File: config.mk
export PLATFORM = sky130hd
export DESIGN_NAME = ihs_ram
export DESIGN_NICKNAME = d
export VERILOG_FILES = /design/src/design/implicit_heat_slab_step_core_macros.svh /design/src/design/ihs_ram.sv
export SDC_FILE = /design/constraint.sdc
export NUM_CORES = 2
export LEC_CHECK = 0
export BUFFER_PORTS_ARGS = -buffer_cell sky130_fd_sc_hd__buf_2
export CAP_MARGIN = 40
export CORE_UTILIZATION = 55
export CTS_CLUSTER_DIAMETER = 50
export DETAILED_ROUTE_END_ITERATION = 8
export PLACE_DENSITY = 0.71
export SYNTH_ARGS = -nofsm -noshare
export SYNTH_HDL_FRONTEND = slang
export SYNTH_SLANG_ARGS = --single-unit
File: constraint.sdc
create_clock -name clk_i -period 10.9 [get_ports clk_i]
set_clock_uncertainty 0.1 [all_clocks]
set_input_delay 2.18 -clock clk_i [delete_from_list [all_inputs] [get_ports clk_i]]
set_output_delay 2.18 -clock clk_i [all_outputs]
set_load 0.02 [all_outputs]
File: src/design/implicit_heat_slab_step_core_macros.svh
// Assertion helpers for the slab step core.
`ifndef IMPLICIT_HEAT_SLAB_STEP_CORE_MACROS_SVH
`define IMPLICIT_HEAT_SLAB_STEP_CORE_MACROS_SVH
`ifndef SYNTHESIS
`define IHS_ASSERT_IMPL(lbl, ante, cons) \
  lbl: assert property (@(posedge clk_i) disable iff (!rst_ni) (ante) |-> (cons)) \
    else $error("same-cycle implication violated");
`define IHS_ASSERT_NEXT(lbl, ante, cons) \
  lbl: assert property (@(posedge clk_i) disable iff (!rst_ni) (ante) |=> (cons)) \
    else $error("next-cycle implication violated");
`else
`define IHS_ASSERT_IMPL(lbl, ante, cons)
`define IHS_ASSERT_NEXT(lbl, ante, cons)
`endif
`endif

File: src/design/ihs_ram.sv
module ihs_ram #(
  parameter int WIDTH = 32,
  parameter int DEPTH = 64
) (
  input  logic                     clk_i,
  input  logic                     we_i,
  input  logic [$clog2(DEPTH)-1:0] waddr_i,
  input  logic [WIDTH-1:0]         wdata_i,
  input  logic                     re_i,
  input  logic [$clog2(DEPTH)-1:0] raddr_i,
  output logic [WIDTH-1:0]         rdata_o
);
  logic [WIDTH-1:0] mem [DEPTH];
  logic [WIDTH-1:0] rdata_q;

  always_ff @(posedge clk_i) begin
    if (we_i) begin
      mem[waddr_i] <= wdata_i;
    end
    if (re_i) begin
      rdata_q <= mem[raddr_i];
    end
  end

  assign rdata_o = rdata_q;
endmodule

=== Yosys cells after proc, flatten, opt, wreduce, memory -nomap -nowiden ===
Memories as Yosys holds them, arrays and structs flattened. A register that Yosys moved wholly into a read port is not among the register bits.
Cells that the tools add are included.

* Input port bits: 47
* Memories: 1
* Flip-flop bits (word level): 0
* Latch bits: 0
* Bits in read-only memories: 0
* Output and inout port bits: 32
* Word-level logic and storage cells: 3
* Memory bits (writable): 2048

{| class="wikitable"
|+ Memories
! memory !! words !! bits a word !! read ports !! clocked after Yosys merged registers in !! write ports !! RTL line !! RTL
|-
| mem || 64 || 32 || 1 || 1 || 1 || ihs_ram.sv:13 || <nowiki>logic [WIDTH-1:0] mem [DEPTH];</nowiki>
|}

* Multipliers: 0
* $lt $le $gt $ge: 0
* Bitwise operators: 0
* Equal/unequal tests: 0
* Reductions and logical operators: 0
* Shifts and indexed selects: 0
* Muxes and demuxes: 2
* Div/mod/pow operators: 0
* Add/sub/neg operators: 0

{| class="wikitable"
|+ Operators by type and width
! operator !! number
|-
| two-way mux 1 bit || 2
|}

=== Logic depth before layout (Yosys ltp) ===
* Word-level depth: 2
* Depth in mapped cells: 10
* Gate-level depth less buffers: 5

=== Least setup slack after synthesis ===
OpenSTA, ideal clock, no wires.

* Path kind: input to register
* Start point: input port waddr_i[3]
* End point: memory mem[48][0] (enable)
* Setup time: 0.461 ns
* Setup slack: 5.460 ns
* Data arrival time: 4.879 ns
* Cell stages on the path: 4
* Path buffers: 1
* Required time: 10.339 ns
* Cell sequence: clkbuf_1 -> nor2b_1 -> nand4b_1 -> nor3_1

{| class="wikitable"
|+ RTL lines
! item !! RTL line !! RTL
|-
| start: declaration || ihs_ram.sv:7 || <nowiki>input logic [$clog2(DEPTH)-1:0] waddr_i,</nowiki>
|-
| end: declaration || ihs_ram.sv:13 ||
|}

No word-level cell before the write port.

==> impl_metrics.csv <==
group,metric,value,unit
status,status,"completed",
power,p_leak,27.6,nW
sta,period_needed,5530,ps
logic_synthesis,yosysWarnings,0,
logic_synthesis,avgSynthCellArea,23.7,um^2
worst_setup_path,cp_max_fo,72,
floorplan,die_x,381,um
sta,fin_crit_sh,50.7,%
sta,hold_ws,777,ps
job,drv_cap,0,
logic_synthesis,ys.flop_type,"edfxtp_1",
logic_synthesis,synth_fp_nets,3371,
global_route,antenna_found_initial,21,
global_route,grt.overflow.total,0,
clock_network,cts_max_path_buffers,3,
global_route,grt_max_degree,102,
clock_network,post_cts_buffers,0,
sta,finalMaxSlewViolations,0,
finish,final_cell_mix,"edfxtp_1 (2080), mux4_2 (544), clkbuf_16 (202), buf_4 (117), mux2i_1 (93)",
routing,routed_wl,196000,um
hold_path,min_path_type,"register to register",
finish,nets,3604,
global_route,grt_use_total,27.5,%
placed_design,dp_cells,5247,
finish,area_growth,12.6,%
logic_synthesis,synth_seq_cells,2080,
sta,worstMarginPinSlew,917,ps
power,power_density,184,nW/um^2
routing,route.detailed.drc,0,
clock_network,root_buffer,"clkbuf_16",
placed_design,placed_cell_area,82500,um^2
worst_setup_path,cp.arrival,5980,ps
worst_setup_path,setup.worst_path.start_class,"primary input",
global_route,grt_first_pass_wirelength,276000,um
routing,ant_nets,0,
routing,via_count,37300,
routing,initialDrtViolationCount,5780,
clock_network,htree_levels,4,
worst_setup_path,cp.required,11350,ps
power,power.total,16.4,mW
finish,final_common_cell,"edfxtp_1",
sta,finalHoldViolCount,0,
finish,stdcell_area,88800,um^2
logic_synthesis,synth_area,78800,um^2
sta,relSlewSlack,38.9,%
clock_network,cts_inserted_buffers,197,
routing,viasPerCell,6.64,
power,seqPwrFrac,54.5,%
sta,finalSetupTns,0,ps
worst_setup_path,crit_top_cell,"mux4_2",
logic_synthesis,async_flop_share,0,%
power,p_int,12.9,mW
floorplan,design.core.area,142000,um^2
worst_setup_path,crit_path_max_incr_delay,660,ps
placed_design,io_buffer_count,78,
logic_synthesis,synth_cell_types,33,
clock_network,cts.sink_count,2080,
logic_synthesis,syn-instance-count,3324,
floorplan,start_util,55.5,%
logic_synthesis,seq_area_frac_synth,79.2,%
clock_network,hold_buffers,0,
power,pwr-share-clk,40.5,%
power,swShare,21.0,%
worst_setup_path,endpoint_kind,"register",
floorplan,fp.dieH,381,um
global_route,grt_pass1_vias,36900,
worst_setup_path,critPathKind,"primary input to register",
clock_network,cts_resized,0,
placed_design,dp_hpwl,104000,um
finish,num-fill-cells,9227,
worst_setup_path,path_cells,"buf_8 > buf_12 > buf_4 > mux4_2 > mux4_2 > o22ai_1 > nor2_1",
clock_network,clk_pin_slew,60,ps
routing,detail_route.wl_per_cell,34.9,um
routing,first_pass_iters,5,
power,worst_ir_drop_vdd,175,uV
power,switching_power,3.43,mW
finish,drive_gt1_share,29.5,%
worst_setup_path,cp_slowest_cell,"buf_4",
logic_synthesis,synth_edf_count,2080,
power,combPwrFrac,5.1,%
sta,rsz0062_at_grt,"false",
floorplan,io_pins,79,
finish,final_cells,5612,
clock_network,cts_tree,"done",
clock_network,clk_latency,820,ps
sta,fmax,181,MHz
sta,setup_viol,0,
floorplan,fp-row-count,138,
placed_design,place_congestion,0.821,
floorplan,dieArea,145000,um^2
-- stage by stage --
stage | worst slack [ps] | util, %
after floorplan | 5460 | -
after global placement | 4180 | 57.9
after detailed placement | 4400 | 58.1
after CTS | 5280 | 62.5
after global routing | 5150 | 62.5
final | 5370 | 62.5
-- per-layer routing --
metal / GRT usage, % / part of all wire (%) / up-vias / routed length, um
met5: 0 / 0.032 / - / 63
met4: 10.1 / 3.6 / 14 / 7140
li1: - / - / 14800 / -
met2: 41.2 / 46 / 2347 / 90900
met1: 38.1 / 37 / 19800 / 71500
met3: 8.94 / 13 / 329 / 26300
-- registers in the layout, indices dropped and copies added, names as in the netlist --
| name | flops |
|---|---|
| mem | 2048 |
| rdata_o | 32 |
-- worst max-delay path: cells and delay by family --
family | cells | cell delay, ps
mux | 2 | 1200
buf+inv | 3 | 1720
compound gates | 1 | 510
simple gates | 1 | 100
-- cells by family after synthesis --
logic type,share of synthesized area (%)
flip-flops,79.2
multiplexers,16.7
AND/OR/NAND/NOR,1.26
AO/OA/AOI/OAI,1.67
buffers and inverters,1.12
-- area by class of cell --
cell class,instances,area (um^2),area share [%]
Multi-Input combinational cell,1062,16000,18.0
Antenna cell,6,15.0,0.0169
Timing Repair Buffer,216,1730,1.95
Clock inverter,117,1010,1.14
Tap cell,1890,2360,2.66
Clock buffer,241,5200,5.86
Sequential cell,2080,62500,70.4
-- power groups by stage --
| stage | Clock (mW) | Combinational [mW] | Sequential, mW |
|---|---|---|---|
| finish | 6.62 | 0.827 | 8.91 |
| floorplan | 0 | 0.431 | 9.07 |
| CTS | 6.69 | 0.827 | 8.91 |
| global placement | 0 | 0.798 | 9.08 |
| global route | 6.99 | 0.869 | 8.91 |
| detailed placement | 0 | 0.824 | 9.08 |
-- cell usage after synthesis, types with 5 or more instances --
library cell | n | area (um^2)
edfxtp_1 | 2080 | 62500
nor2_1 | 137 | 514
nand2b_1 | 8 | 50.1
a22oi_1 | 12 | 90.1
mux2i_1 | 93 | 931
buf_1 | 21 | 78.8
clkbuf_1 | 74 | 278
buf_2 | 57 | 285
a311oi_1 | 8 | 70.1
nand3b_1 | 5 | 37.5
a21oi_1 | 62 | 310
buf_6 | 5 | 56.3
o221ai_1 | 27 | 236
nor3_1 | 7 | 35.0
nand3_1 | 5 | 25.0
mux4_2 | 544 | 12300
buf_4 | 25 | 188
nor2b_1 | 15 | 93.8
nand2_1 | 26 | 97.6
o22ai_1 | 84 | 526
-- worst paths after layout --
| path | startpoint | end | slack [ps] | cells past startpoint |
|---|---|---|---|---|
| worst min-delay path | mem[28][20]$_DFFE_PP_ | rdata_o[20]$_DFFE_PP_ | 780 | 4 |
| worst max-delay path | raddr_i[0] | rdata_o[1]$_DFFE_PP_ | 5370 | 7 |
| worst min register to register | mem[28][20]$_DFFE_PP_ | rdata_o[20]$_DFFE_PP_ | 780 | 4 |
| worst max register to register | mem[10][5]$_DFFE_PP_ | rdata_o[5]$_DFFE_PP_ | 8340 | 5 |
Power figures use the tool's default switching activity.
