## config.mk

```make
export PLATFORM = sky130hd
export DESIGN_NAME = ihs_mul
export DESIGN_NICKNAME = d
export VERILOG_FILES = /design/src/design/implicit_heat_slab_step_core_macros.svh /design/src/design/ihs_pkg.sv /design/src/design/ihs_mul.sv
export SDC_FILE = /design/constraint.sdc
export NUM_CORES = 2
export LEC_CHECK = 0
export BUFFER_PORTS_ARGS = -buffer_cell sky130_fd_sc_hd__buf_2
export CAP_MARGIN = 20
export CORE_MARGIN = 2
export CORE_UTILIZATION = 31
export DETAILED_ROUTE_END_ITERATION = 10
export SLEW_MARGIN = 40
export SYNTH_ARGS = -nofsm -noshare
export SYNTH_HDL_FRONTEND = slang
export SYNTH_SLANG_ARGS = --single-unit
```

## constraint.sdc

```tcl
create_clock -name clk_i -period 9.39 [get_ports clk_i]
set_input_delay 1.878 -clock clk_i [delete_from_list [all_inputs] [get_ports clk_i]]
set_output_delay 1.878 -clock clk_i [all_outputs]
set_load 0.02 [all_outputs]
```

## src/design/implicit_heat_slab_step_core_macros.svh

```systemverilog
// Assertion helpers for the slab step core.
`ifndef IMPLICIT_HEAT_SLAB_STEP_CORE_MACROS_SVH
`define IMPLICIT_HEAT_SLAB_STEP_CORE_MACROS_SVH
`ifndef SYNTHESIS
`define IHS_ASSERT_IMPL(lbl, ante, cons) \
  lbl: assert property (@(posedge clk_i) disable iff (!rst_ni) (ante) |-> (cons)) \
    else $error("same-cycle implication violated");
`define IHS_ASSERT_NEXT(lbl, ante, cons) \
  lbl: assert property (@(posedge clk_i) disable iff (!rst_ni) (ante) |=> (cons)) \
    else $error("next-cycle implication violated");
`else
`define IHS_ASSERT_IMPL(lbl, ante, cons)
`define IHS_ASSERT_NEXT(lbl, ante, cons)
`endif
`endif

```

## src/design/ihs_pkg.sv

```systemverilog
package ihs_pkg;

  // intermediate values live in +-2^60
  typedef logic signed [61:0] wide_t;

  localparam wide_t LIM = 62'sd1152921504606846976;
  localparam wide_t ONE = 62'sd65536;

  localparam logic [1:0] OP_INIT = 2'd0;
  localparam logic [1:0] OP_STEP = 2'd1;

  localparam logic [1:0] MODE_FIXED = 2'd0;
  localparam logic [1:0] MODE_FLUX  = 2'd1;

  localparam logic [2:0] REG_STEP_RATIO   = 3'd0;
  localparam logic [2:0] REG_LEFT_MODE    = 3'd1;
  localparam logic [2:0] REG_LEFT_VALUE   = 3'd2;
  localparam logic [2:0] REG_LEFT_BIOT    = 3'd3;
  localparam logic [2:0] REG_RIGHT_MODE   = 3'd4;
  localparam logic [2:0] REG_RIGHT_VALUE  = 3'd5;
  localparam logic [2:0] REG_RIGHT_BIOT   = 3'd6;
  localparam logic [2:0] REG_INITIAL_TEMP = 3'd7;

  function automatic wide_t clampw(input logic signed [63:0] v);
    logic signed [63:0] lim64;
    lim64 = 64'(LIM);
    if (v > lim64) return LIM;
    if (v < -lim64) return -LIM;
    return 62'(v);
  endfunction

  function automatic wide_t addw(input wide_t a, input wide_t b);
    logic signed [63:0] s;
    s = 64'(a) + 64'(b);
    return clampw(s);
  endfunction

  function automatic logic signed [31:0] sat32(input wide_t v);
    if (v > 62'sd2147483647) return 32'sh7fffffff;
    if (v < -62'sd2147483648) return 32'sh80000000;
    return 32'(v);
  endfunction

  function automatic logic [60:0] mag61(input wide_t v);
    return v[61] ? 61'(-v) : 61'(v);
  endfunction

endpackage

```

## src/design/ihs_mul.sv

```systemverilog
module ihs_mul (
  input  logic          clk_i,
  input  logic          rst_ni,
  input  logic          start_i,
  input  ihs_pkg::wide_t a_i,
  input  ihs_pkg::wide_t b_i,
  output logic          done_o,
  output ihs_pkg::wide_t res_o
);
  import ihs_pkg::*;

  logic         busy_q, fin_q;
  logic [1:0]   cnt_q;
  logic [60:0]  am_q;
  logic [63:0]  bm_q;
  logic [124:0] acc_q;
  logic         neg_q;
  logic [76:0]  part;
  logic [60:0]  mag;

  // 61 x 16 partial product per cycle, top chunk first
  assign part = {16'b0, am_q} * {61'b0, bm_q[63:48]};

  always_ff @(posedge clk_i or negedge rst_ni) begin
    if (!rst_ni) begin
      busy_q <= 1'b0;
      fin_q  <= 1'b0;
      cnt_q  <= '0;
    end else begin
      fin_q <= 1'b0;
      if (start_i) begin
        busy_q <= 1'b1;
        cnt_q  <= '0;
      end else if (busy_q) begin
        cnt_q <= cnt_q + 2'd1;
        if (cnt_q == 2'd3) begin
          busy_q <= 1'b0;
          fin_q  <= 1'b1;
        end
      end
    end
  end

  always_ff @(posedge clk_i) begin
    if (start_i) begin
      am_q  <= mag61(a_i);
      bm_q  <= {3'b0, mag61(b_i)};
      acc_q <= '0;
      neg_q <= a_i[61] ^ b_i[61];
    end else if (busy_q) begin
      acc_q <= {acc_q[108:0], 16'b0} + {48'b0, part};
      bm_q  <= {bm_q[47:0], 16'b0};
    end
  end

  // a product that overflows 64 bits saturates to the limit
  assign mag    = (|acc_q[124:64]) ? 61'(LIM) : acc_q[76:16];
  assign res_o  = neg_q ? -$signed({1'b0, mag}) : $signed({1'b0, mag});
  assign done_o = fin_q;
endmodule

```

# Word level (Yosys, flattened, before mapping)
# Cells that the tools add are included.
# op_classes
muxes,14
n_reduce_logical,2
n_addsub,5
n_eq_ne,1
n_mul,1
n_bitwise,1
# op_table
op,count
$mux W61,5
$add A125 B77 Y125,1
$neg A61 Y61,2
$mul A61 B16 Y77,1
$mux W62,1
$neg A61 Y62,1
$reduce_or A61 Y1,1
$mux W1,6
$mux W2,2
$add A2 B1 Y2 const B,1
$eq A2 B2 Y1 const B,1
$reduce_bool A2 Y1,1
$xor A1 B1 Y1,1
# totals
in_bits,127
ff_bits,255
output_inout_bits,63

# Longest topological paths before layout
# depth
word_depth,4
ltp_mapped,28

# Worst setup path before layout
# No wires, ideal clock.
# synth_timing
kind,reg-to-reg
from,register bm_q[54]
to,register acc_q[124]
stages_incl_launch_ff,28
arrival_time_ns,7.152
period_less_slack_ns,7.242
path_slack_ns,2.148
setup_time_ns,0.091
path_cell_list,edfxtp_1 > clkbuf_1 > clkbuf_1 > nand2_1 > fa_1 > inv_1 > fa_1 > inv_1 > fa_1 > inv_1 > fa_1 > fa_1 > inv_1 > fa_1 > inv_1 > ha_1 > clkbuf_1 > a21oi_1 > o21ai_0 > o21ba_2 > nor2_1 > or4_1 > o22ai_1 > nor4b_1 > or4_1 > clkbuf_1 > or3_1 > a311oi_1
# synth_between
elab_chain_len,2
# synth_rtl
element,line,text
start: declaration,ihs_mul.sv:15,logic [63:0] bm_q;
start signal: assignment,ihs_mul.sv:47,"bm_q <= {3'b0, mag61(b_i)};"
start signal: assignment,ihs_mul.sv:52,"bm_q <= {bm_q[47:0], 16'b0};"
$mul A61 B16 Y77,ihs_mul.sv:22,"assign part = {16'b0, am_q} * {61'b0, bm_q[63:48]};"
$add A125 B77 Y125,ihs_mul.sv:51,"acc_q <= {acc_q[108:0], 16'b0} + {48'b0, part};"
end signal: assignment,ihs_mul.sv:51,
end: declaration,ihs_mul.sv:16,logic [124:0] acc_q;
# Every way passes these cells.
# A chain may end at the register's enable or synchronous reset.

# Final worst setup path
# layout_timing
from,register bm_q[52]
to,register acc_q[120]
# Same word-level chain as after synthesis.

==> impl_results.md <==
- Die area: around 150000 um^2
- Die X: between 300 and 400 um
- Worst Path Required: 9900 ps
- Flops & latches, synth: approximately 260
- Synth area leader: fa_1
- Final worst path period share: between 80 and 90%
- Ratio of cells with drive above 1 in the final layout: a little under 7%
- R2R Path Start: bm_q[52]$_DFFE_PP_
- Hold WC Path Type: reg -> reg
- Fillers: 15515
- I/O pin total: 190
- First-pass GRT wire length: roughly 230000 um
- Post-synth top area share: a little under two fifths
- Starting Density: between 30 and 40%
- Antenna violations before repair: 9
- Max cap viols: 0
- Largest net degree at the start of global routing: 90
- Setup violations, final: 0
- Final instance area: just over 50000 um^2
- Global placer's final weighted congestion: between 0.9 and 1
- Dpl ws: 1040 ps
- Detailed-route wire length per cell: around 19 um
- CP Class: reg -> reg
- Crit path launch: bm_q[52]$_DFFE_PP_
- Fin crit period: approximately 8400 ps
- Via density: a little under 5
- Post-Route WL: 142000 um
- Main synth FF type: dfxtp_1
- Post-CTS Hold Buffers: 0
- Number of synthesized flops with an enable pin: 123
- Global Route Usage Sum: about a fifth
- Rel. slew slack: ~32%
- Slew Limit Fails: 0
- CP Data Arrival Time: around 9000 ps
- Num rows: about 140
- Total grt overflow: 0
- Post-CTS sizing: 0
- DRC: 0
- IO Port Bufs: between 150 and 200
- Worst setup SP type: register
- Post-DP HPWL: 115000 um
- CTS Buffer Depth: 3
- Util after Layout: 34.1%
- Area after DPL: a little under 50000 um^2
- Setup TNS: 0 ps
- F_max: about 120 MHz
- Cells after synthesis: roughly 5400
- Vias in the first global route: 38178
- Layout Skew: 50.8 ps
- CTS Sinks: 255
- Final net count: 6605
- H-tree Lvls: 2
- Yosys warns: 0
- Layout overhead on the synthesized area: 9.63%
- Synth unique cells: 71
- Outcome: complete, no violations
- CP max FO: 30
- Syn Nets: roughly 6600
- RSZ-0062 raised after global routing: false
- Synthesized cell area: 46500 um^2
- Total number of vias: 37013
- Syn avg cell area: 8.60 um^2
- Post-CTS Setup Bufs: 0
- DRT Pass-1 Iters: 9
- Final Hold Viols: 0
- CTS Buf Count: 34
- CTS tree: built
- CORE AREA: about 150000 um^2
- CP endpoint kind: register
- Register area share after synthesis: a little over an eighth
- Slew at the pin closest to its max-slew limit: slightly above 1000 ps
- Die H: about 390 um
- Synth top area cells: fa_1 (38%), inv_1 (8.9%), edfxtp_1 (7.9%)
- Async set-reset flop share out of synthesis: under 10%
- Clock Pin Slew Worst Setup and Hold Paths: roughly 60 ps
- Hold Crit Start: acc_q[117]$_SDFFE_PP0P_
- Reg2Reg Setup Slack: around 1000 ps
- Worst-Skew Late Latency: 610 ps
- PnR worst setup slack: approximately 1000 ps
- Antenna-violating nets left: 0
- DR iter-0 viols: 3002
- Clk root buf: clkbuf_16
## cell families after synthesis
| family | share of synthesized area, % |
|---|---|
| compound gates | 8.92 |
| xor+xnor | 4.45 |
| fa+ha+maj | 42.6 |
| buf+inv | 11.2 |
| flops | 13.7 |
| mux | 1.25 |
| simple gates | 17.8 |
## through the flow
stage | std cells | hold slack [ps]
after global placement | 7392 | 441
after global routing | 7466 | 495
after CTS | 7460 | 472
after detailed placement | 7398 | 459
after floorplan | 5406 | 426
final | 7473 | 472
## worst paths after layout
| kind | to | cells after the start |
|---|---|---|
| max | acc_q[120]$_SDFFE_PP0P_ | 26 |
| min in group asynchronous | done_o$_DFF_PN0_ | 1 |
| min | acc_q[117]$_SDFFE_PP0P_ | 2 |
| max in group asynchronous | busy_q$_DFF_PN0_ | 1 |
| max reg2reg | acc_q[120]$_SDFFE_PP0P_ | 26 |
| min reg2reg | acc_q[117]$_SDFFE_PP0P_ | 2 |
## cells in the mapped netlist, types with 37 or more instances
cell and number:
a21o_1 37, a21oi_1 180, and2_1 358, clkbuf_1 281, dfxtp_1 128, edfxtp_1 123, fa_1 885, ha_1 169
inv_1 1100, mux2i_1 49, nand2_1 839, nand4_1 42, nor2_1 267, nor3_1 46, nor4_1 50, o21ai_0 152
o31ai_1 42, or3_1 37, xnor2_1 155, xor2_1 81
## layout by cell type (no fill, tap or decap), types with 15 or more instances in the layout
master	instances
o22ai_1	19
buf_4	56
nor2_1	264
xor2_1	81
xnor2_1	155
o21ai_0	151
o21bai_1	22
o41ai_1	29
and2_1	358
o21a_1	18
nor3_1	45
or3_1	37
a21o_1	37
or4_1	25
dfxtp_1	125
fa_1	885
nand4_1	42
nand2_1	839
mux2i_1	49
a311oi_1	19
and3_1	18
ha_1	169
buf_2	188
a31oi_1	19
o211ai_1	15
nor4_1	49
nand3_1	34
inv_1	1098
edfxtp_1	123
a211oi_1	26
clkbuf_16	34
a21oi_1	180
o31ai_1	42
## sequential cells by signal, indices dropped and copies added (netlist names)
signal  flops
done_o      1
am_q       61
bm_q       64
neg_q       1
acc_q     125
cnt_q       2
busy_q      1
## layer usage
metal	vias up	routed length (um)	track usage, %
li1	16723	-	-
met4	2	1840	3.16
met2	1177	63100	29.2
met3	116	10300	3.01
met1	18995	66400	28.1
met5	-	14	0
## cell type report
class | count | area, um^2 | share of cell area (%)
clock buffer | 43 | 915 | 1.79
tap | 2016 | 2520 | 4.95
inverter | 1100 | 4130 | 8.10
antenna | 7 | 17.5 | 0.0344
sequential | 255 | 6370 | 12.5
multi-input combinational | 3763 | 35000 | 68.7
timing repair buffer | 270 | 1750 | 3.44
clock inverter | 19 | 272 | 0.533
## worst max-delay path: stages (launching register included)
cell and delay, ps:
edfxtp_1 630, buf_6 250, buf_4 340, nand2_1 120, fa_1 510, inv_1 60, fa_1 530, inv_1 50
fa_1 510, inv_1 60, fa_1 490, fa_1 550, inv_1 60, fa_1 530, inv_1 40, ha_1 400
a21oi_1 110, o21ai_0 310, o21ba_2 200, nor2_1 40, or4_1 480, o22ai_1 260, nor4b_2 90, buf_4 210
or4_1 700, or3_1 400, a311oi_1 260
Power is not shown: default switching activity piles up to over one toggle a cycle in this logic, so the estimate is an artifact.
