File: config.mk
export PLATFORM = sky130hd
export DESIGN_NAME = ihs_div
export DESIGN_NICKNAME = d
export VERILOG_FILES = /design/src/design/implicit_heat_slab_step_core_macros.svh /design/src/design/ihs_pkg.sv /design/src/design/ihs_div.sv
export SDC_FILE = /design/constraint.sdc
export NUM_CORES = 1
export LEC_CHECK = 0
export ABC_AREA = 1
export ABC_CLOCK_PERIOD_IN_PS = 8800
export BUFFER_PORTS_ARGS = -buffer_cell sky130_fd_sc_hd__buf_2
export CAP_MARGIN = 20
export CELL_PAD_IN_SITES_DETAIL_PLACEMENT = 1
export CELL_PAD_IN_SITES_GLOBAL_PLACEMENT = 1
export CORE_ASPECT_RATIO = 0.5
export CORE_UTILIZATION = 48
export CTS_BUF_LIST = sky130_fd_sc_hd__clkbuf_8
export DETAILED_ROUTE_END_ITERATION = 6
export PLACE_DENSITY_LB_ADDON = 0.1
export SETUP_SLACK_MARGIN = 0.15
export SLEW_MARGIN = 10
export SYNTH_ARGS = -nofsm -noshare
export SYNTH_HDL_FRONTEND = slang
export SYNTH_SLANG_ARGS = --single-unit
File: constraint.sdc
create_clock -name clk_i -period 8.8 [get_ports clk_i]
set_input_delay 0.88 -clock clk_i [delete_from_list [all_inputs] [get_ports clk_i]]
set_output_delay 0.88 -clock clk_i [all_outputs]
set_load 0.005 [all_outputs]
File: src/design/implicit_heat_slab_step_core_macros.svh
// Assertion helpers for the slab step core.
`ifndef IMPLICIT_HEAT_SLAB_STEP_CORE_MACROS_SVH
`define IMPLICIT_HEAT_SLAB_STEP_CORE_MACROS_SVH
`ifndef SYNTHESIS
`define IHS_ASSERT_IMPL(lbl, ante, cons) \
  lbl: assert property (@(posedge clk_i) disable iff (!rst_ni) (ante) |-> (cons)) \
    else $error("same-cycle implication violated");
`define IHS_ASSERT_NEXT(lbl, ante, cons) \
  lbl: assert property (@(posedge clk_i) disable iff (!rst_ni) (ante) |=> (cons)) \
    else $error("next-cycle implication violated");
`else
`define IHS_ASSERT_IMPL(lbl, ante, cons)
`define IHS_ASSERT_NEXT(lbl, ante, cons)
`endif
`endif

File: src/design/ihs_pkg.sv
package ihs_pkg;

  // intermediate values live in +-2^60
  typedef logic signed [61:0] wide_t;

  localparam wide_t LIM = 62'sd1152921504606846976;
  localparam wide_t ONE = 62'sd65536;

  localparam logic [1:0] OP_INIT = 2'd0;
  localparam logic [1:0] OP_STEP = 2'd1;

  localparam logic [1:0] MODE_FIXED = 2'd0;
  localparam logic [1:0] MODE_FLUX  = 2'd1;

  localparam logic [2:0] REG_STEP_RATIO   = 3'd0;
  localparam logic [2:0] REG_LEFT_MODE    = 3'd1;
  localparam logic [2:0] REG_LEFT_VALUE   = 3'd2;
  localparam logic [2:0] REG_LEFT_BIOT    = 3'd3;
  localparam logic [2:0] REG_RIGHT_MODE   = 3'd4;
  localparam logic [2:0] REG_RIGHT_VALUE  = 3'd5;
  localparam logic [2:0] REG_RIGHT_BIOT   = 3'd6;
  localparam logic [2:0] REG_INITIAL_TEMP = 3'd7;

  function automatic wide_t clampw(input logic signed [63:0] v);
    logic signed [63:0] lim64;
    lim64 = 64'(LIM);
    if (v > lim64) return LIM;
    if (v < -lim64) return -LIM;
    return 62'(v);
  endfunction

  function automatic wide_t addw(input wide_t a, input wide_t b);
    logic signed [63:0] s;
    s = 64'(a) + 64'(b);
    return clampw(s);
  endfunction

  function automatic logic signed [31:0] sat32(input wide_t v);
    if (v > 62'sd2147483647) return 32'sh7fffffff;
    if (v < -62'sd2147483648) return 32'sh80000000;
    return 32'(v);
  endfunction

  function automatic logic [60:0] mag61(input wide_t v);
    return v[61] ? 61'(-v) : 61'(v);
  endfunction

endpackage

File: src/design/ihs_div.sv
module ihs_div (
  input  logic               clk_i,
  input  logic               rst_ni,
  input  logic               start_i,
  input  ihs_pkg::wide_t     n_i,
  input  ihs_pkg::wide_t     d_i,
  output logic               done_o,
  output logic signed [31:0] q_o
);
  import ihs_pkg::*;

  logic        busy_q, fin_q;
  logic [4:0]  cnt_q;
  logic [60:0] rem_q, dm_q, nm;
  logic [30:0] sh_q, quo_q;
  logic        neg_q, zn_q, ovf_q;
  logic [61:0] trial;
  logic        ge;

  assign nm    = mag61(n_i);
  assign trial = {rem_q, sh_q[30]};
  assign ge    = trial >= {1'b0, dm_q};

  always_ff @(posedge clk_i or negedge rst_ni) begin
    if (!rst_ni) begin
      busy_q <= 1'b0;
      fin_q  <= 1'b0;
      cnt_q  <= '0;
    end else begin
      fin_q <= 1'b0;
      if (start_i) begin
        busy_q <= 1'b1;
        cnt_q  <= '0;
      end else if (busy_q) begin
        cnt_q <= cnt_q + 5'd1;
        if (cnt_q == 5'd30) begin
          busy_q <= 1'b0;
          fin_q  <= 1'b1;
        end
      end
    end
  end

  always_ff @(posedge clk_i) begin
    if (start_i) begin
      dm_q  <= mag61(d_i);
      zn_q  <= (n_i == '0);
      neg_q <= n_i[61] ^ d_i[61];
      // integer part of the quotient must stay below 2^15; covers a zero divisor
      ovf_q <= {15'b0, nm} >= {mag61(d_i), 15'b0};
      rem_q <= {15'b0, nm[60:15]};
      sh_q  <= {nm[14:0], 16'b0};
      quo_q <= '0;
    end else if (busy_q) begin
      rem_q <= ge ? 61'(trial - {1'b0, dm_q}) : 61'(trial);
      quo_q <= {quo_q[29:0], ge};
      sh_q  <= {sh_q[29:0], 1'b0};
    end
  end

  always_comb begin
    if (zn_q) begin
      q_o = '0;
    end else if (ovf_q) begin
      q_o = neg_q ? 32'sh80000000 : 32'sh7fffffff;
    end else begin
      q_o = neg_q ? -$signed({1'b0, quo_q}) : $signed({1'b0, quo_q});
    end
  end

  assign done_o = fin_q;
endmodule

-- Yosys cells after proc, flatten, opt, wreduce, memory -nomap -nowiden
Index checks and enable logic that the tools add are counted.
- order comparisons: 2
- multiplexer cells: 19
- bitwise logic cells: 1
- reduce and logical (&&, ||, !) cells: 2
- $add $sub $neg: 5
- equality and inequality tests: 1
- operators with widths (cell ; number):
    $mux W61 ; 3
    $mux W32 ; 4
    $neg A61 Y61 ; 2
    $mux W46 ; 2
    $ge A61 B76 Y1 ; 1
    $ge A62 B61 Y1 ; 1
    $logic_not A62 Y1 ; 1
    $mux W31 ; 2
    $sub A61 B61 Y61 ; 1
    $neg A31 Y32 ; 1
    $mux W5 ; 2
    $mux W1 ; 6
    $add A5 B1 Y5 const B ; 1
    $eq A5 B5 Y1 const B ; 1
    $reduce_bool A2 Y1 ; 1
    $xor A1 B1 Y1 ; 1
- output and inout port bits: 33
- word-level logic and storage cells: 41
- register bits: 178

-- Depth between registers and ports, before layout
- depth after elaboration: 4
- depth in mapped cells: 27

-- Worst setup path before layout
Ideal clock, no wire load.
- path type: input port to flip-flop
- from: input port n_i[0]
- to: register ovf_q (data pin)
- data required time: 8.673 ns
- data arrival time: 3.406 ns
- path buffers: 0
- path slack: 5.268 ns
- cell stages on the path: 25
- cell sequence: inv_1 > ha_1 > nand2_2 > nor2_4 > nand2_2 > nor2_2 > nand3_1 > nor2_2 > nand2_1 > nand2_2 > nand3_1 > xor2_1 > ha_1 > nand2_1 > nor2_1 > nand3_1 > nor3_1 > nand3_1 > nor2_1 > nand3_1 > nand2_1 > nand2_1 > nand3_1 > nand2_1 > inv_1
- cells in the longest elaborated chain, start to end: 3
- RTL lines (element ; line ; text):
    start: declaration ; ihs_div.sv:5 ; input ihs_pkg::wide_t n_i,
    $neg A61 Y61 ; ihs_pkg.sv:45 ; return v[61] ? 61'(-v) : 61'(v);
    $mux W61 * ; ihs_pkg.sv:45 ;
    $ge A61 B76 Y1 * ; ihs_div.sv:50 ; ovf_q <= {15'b0, nm} >= {mag61(d_i), 15'b0};
    end signal: assignment ; ihs_div.sv:50 ;
    end: declaration ; ihs_div.sv:16 ; logic neg_q, zn_q, ovf_q;
Every way passes the cells marked *; elsewhere a longest branch is shown, timed or not.
A chain may end at the register's enable or synchronous reset.

-- Worst setup path in the final report
- from: register sh_q[30]
- to: register rem_q[1] (data pin)
- cells in the longest elaborated chain, start to end: 4
- RTL lines (element ; line ; text):
    start: declaration ; ihs_div.sv:15 ; logic [30:0] sh_q, quo_q;
    start signal: assignment ; ihs_div.sv:52 ; sh_q <= {nm[14:0], 16'b0};
    start signal: assignment ; ihs_div.sv:57 ; sh_q <= {sh_q[29:0], 1'b0};
    $sub A61 B61 Y61 / $ge A62 B61 Y1 (equally long branches) ; ihs_div.sv:55, ihs_div.sv:22 ;
    $mux W61 * ; ihs_div.sv:55 ; rem_q <= ge ? 61'(trial - {1'b0, dm_q}) : 61'(trial);
    $mux W46 * ; ihs_div.sv:54 ; end else if (busy_q) begin
    $mux W46 * ; ihs_div.sv:45 ; if (start_i) begin
    end signal: assignment ; ihs_div.sv:51 ; rem_q <= {15'b0, nm[60:15]};
    end signal: assignment ; ihs_div.sv:55 ;
    end: declaration ; ihs_div.sv:14 ; logic [60:0] rem_q, dm_q, nm;
Every way passes the cells marked *; elsewhere a longest branch is shown, timed or not. The select of a mux whose other input is x is not followed.

==> impl_metrics.py <==
metrics = {
    "run_status": {
        "outcome": "finished clean",
    },
    "global_route": {
        "grt_pass1_wl_mm": 116,
        "grt.total_usage_pct": 39.3,
        "grt_pass1_vias": 20100,
        "grt_max_degree": 68,
        "grt.overflow.total": 0,
        "antenna_found_initial": 3,
    },
    "clock_tree": {
        "insertion_delay_ps": 530,
        "cts_resized": 0,
        "h-tree-depth": 4,
        "cts_buffers": 17,
        "cts_setup_buffers": 0,
        "cts_tree": "built",
        "cts_root_buf": "clkbuf_8",
        "path_clk_slew_ps": 120,
        "cts_buffer_depth": 2,
        "cts.sinks": 178,
        "cts_hold_buf": 0,
    },
    "worst_setup_path": {
        "crit_path_frequent_cell": "nand2_1",
        "crit_path_max_fanout": 61,
        "crit_chain": "inv_1, ha_1, fa_1, o21ai_2, nand2_1, nand2_2, nand3_1, nand2_1, nand2_1, nand2_2, nand3b_4, nand2_4, nand2_1, nand3_1, o21ai_1",
        "cp_slowest_stage_delay_ps": 900,
        "arrival_ps": 4860,
        "critPathKind": "reg2reg",
        "startpoint_type": "register",
        "cp_slowest_cell": "nand2_4",
        "crit_required_ps": 9010,
        "cp-end-kind": "register",
    },
    "routing": {
        "routedWlPerCell_um": 21.8,
        "wirelength_mm": 76.6,
        "drtAntennaViolNets": 0,
        "drt_iter0_drc": 1906,
        "via_per_inst": 5.82,
        "vias": 20500,
        "drc": 0,
        "firstDrtPassIters": 6,
    },
    "cells_and_area": {
        "fin_nets": 3255,
        "finalInstanceArea_um2": 19900,
        "synthToLayoutAreaGrowth_pct": 9.22,
        "final_util_pct": 53.3,
        "fillers": 5313,
        "drive_gt1_share_pct": 8.36,
    },
    "sta": {
        "finalClockSkew_ps": 26.3,
        "final_hold_viol_count": 0,
        "drv_slew": 0,
        "worst_slew_pin_slew_ps": 987,
        "setup_viol_count_final": 0,
        "post-route-min-period_ps": 4660,
        "slew_headroom_pct": 33.7,
        "finalSetupTns_ps": 0,
        "fin_crit_sh_pct": 52.9,
        "rsz0062_at_grt": "no",
        "fmax_mhz": 215,
    },
    "floorplanning": {
        "placementRows": 50,
        "die_y_um": 140,
        "die_w_um": 278,
        "core-area_um2": 37400,
        "start_util_pct": 48.8,
        "pin_count": 160,
        "die_area_um2": 38900,
    },
    "yosys": {
        "synth.avg_cell_area_um2": 6.33,
        "synthFlopType": "edfxtp_1",
        "synthCells": 2884,
        "async_reset_ff_share_pct": 3.93,
        "synth_edf_count": 125,
        "ys_seq_area_share_pct": 26.6,
        "synth_area_um2": 18300,
        "yosysWarnings": 0,
        "synthesis.nets": 3125,
        "synth-seq-cells": 178,
        "yosysUniqueCellTypes": 50,
    },
    "power_and_ir_drop": {
        "ir_drop_mv": 0.150,
        "power_mw": 4.81,
        "powerDensity_nw_per_um2": 241,
        "cellLeakagePower_nw": 9.78,
    },
    "job": {
        "max_cap_viol_count": 0,
    },
    "placed_design": {
        "hpwl_mm": 64.1,
        "placed_area_um2": 19500,
        "gp_congestion": 1.04,
        "io_buffers": 159,
    },
    "worst_hold_path": {
        "hold_path_class": "in2async",
    },
}
where the power goes:
group          switching (mW)  internal (mW)  leakage, nW
clock network           0.381          0.295        0.224
registers               0.112           1.10         1.75
logic                    2.01          0.919         7.81
layout make-up:
cell class | count | area, um^2 | area share, %
Sequential cell | 178 | 4850 | 24.3
Antenna cell | 1 | 2.50 | 0.0125
Clock buffer | 17 | 234 | 1.17
Clock inverter | 15 | 205 | 1.03
Tap cell | 494 | 618 | 3.10
Multi-Input combinational cell | 2155 | 11300 | 56.7
Inverter | 491 | 1840 | 9.24
Timing Repair Buffer | 171 | 888 | 4.45
worst paths after layout:
| path | from | end | slack, ps | depth (start not counted) |
|---|---|---|---|---|
| setup / recovery | sh_q[30] | rem_q[1] | 4140 | 15 |
| max in group asynchronous | rst_ni | cnt_q[4] | 8480 | 1 |
| hold / removal | rst_ni | cnt_q[2] | 150 | 1 |
| setup reg to reg | sh_q[30] | rem_q[1] | 4140 | 15 |
| hold reg to reg | cnt_q[4] | cnt_q[4] | 480 | 1 |
| min in group clk_i | cnt_q[4] | cnt_q[4] | 480 | 1 |
cell usage after synthesis (all sizes together) (8+ instances only):
cell    count  share of area, %
nor4        9              0.31
ha        113               7.7
nand3     236               6.5
edfxtp    125                21
o21bai     10              0.41
o21ai     161               4.5
o211ai      8              0.33
xor2       85               4.1
nand2     712                15
nand4      43               1.5
a21oi     142               3.9
o31ai       9              0.37
nand3b     58               2.5
o22ai      30               1.0
buf        27              0.77
xnor2      46               2.2
or2         8              0.27
dfxtp      46               5.0
clkbuf     33              0.68
inv       484               9.9
nor2      391               8.3
nor3       40               1.1
a31oi      30               1.0
cells by family after synthesis:
family	Yosys count	share of synthesized area, %
buffers and inverters	551	11.5
AO/OA/AOI/OAI	408	12.4
AND/OR/NAND/NOR	1502	35.4
flip-flops	178	26.6
adder cells (fa/ha/maj)	114	7.85
XOR/XNOR	131	6.28
critical path, delay by kind of cell, from the launching register on:
kind	cells	cell delay (ps)
flip-flops	1	380
buffers and inverters	1	140
adder cells (fa/ha/maj)	2	680
AO/OA/AOI/OAI	2	550
AND/OR/NAND/NOR	10	2510
cell usage in the layout, fill, tap and decap left out, types with 3 or more instances in the layout:
cell type	n
o22ai_1	30
o21ai_0	131
clkbuf_8	17
buf_4	13
dfrtp_1	7
nand4_1	42
ha_1	113
inv_1	474
a31oi_1	30
nor2_4	4
nand2_2	8
xor2_1	85
o21bai_1	10
inv_6	7
xnor2_1	46
dfxtp_1	46
or2_2	7
nor3_1	39
inv_2	11
nand3_1	236
edfxtp_1	125
o21a_1	7
nor2_1	379
nand3b_1	56
o31ai_1	9
and2_0	3
o21ai_2	5
nor4_1	9
a21oi_1	141
o211ai_1	8
o21ai_1	25
clkinv_1	5
nand2_1	703
a21o_1	4
a21boi_0	3
bufinv_16	3
buf_2	158
nor2_2	8
routing by layer:
metal	track usage (%)	wire (um)
met1	54.1	33900
met2	62.9	33800
met3	7.29	6920
met4	11.2	1930
met5	0	26
registers in the layout, summed over array words and instances, names as in the netlist:
register,cells
busy_q,1
cnt_q,5
dm_q,61
done_o,1
neg_q,1
ovf_q,1
quo_q,31
rem_q,61
sh_q,15
zn_q,1
per-stage QoR:
stage	worst slack, ps	hold WS [ps]	instances
global route	4030	150	3521
detailed placement	4150	466	3489
finish	4140	150	3522
CTS	4270	127	3521
floorplan	5270	434	2884
global placement	4300	459	3489
(Power assumes the default switching activity.)
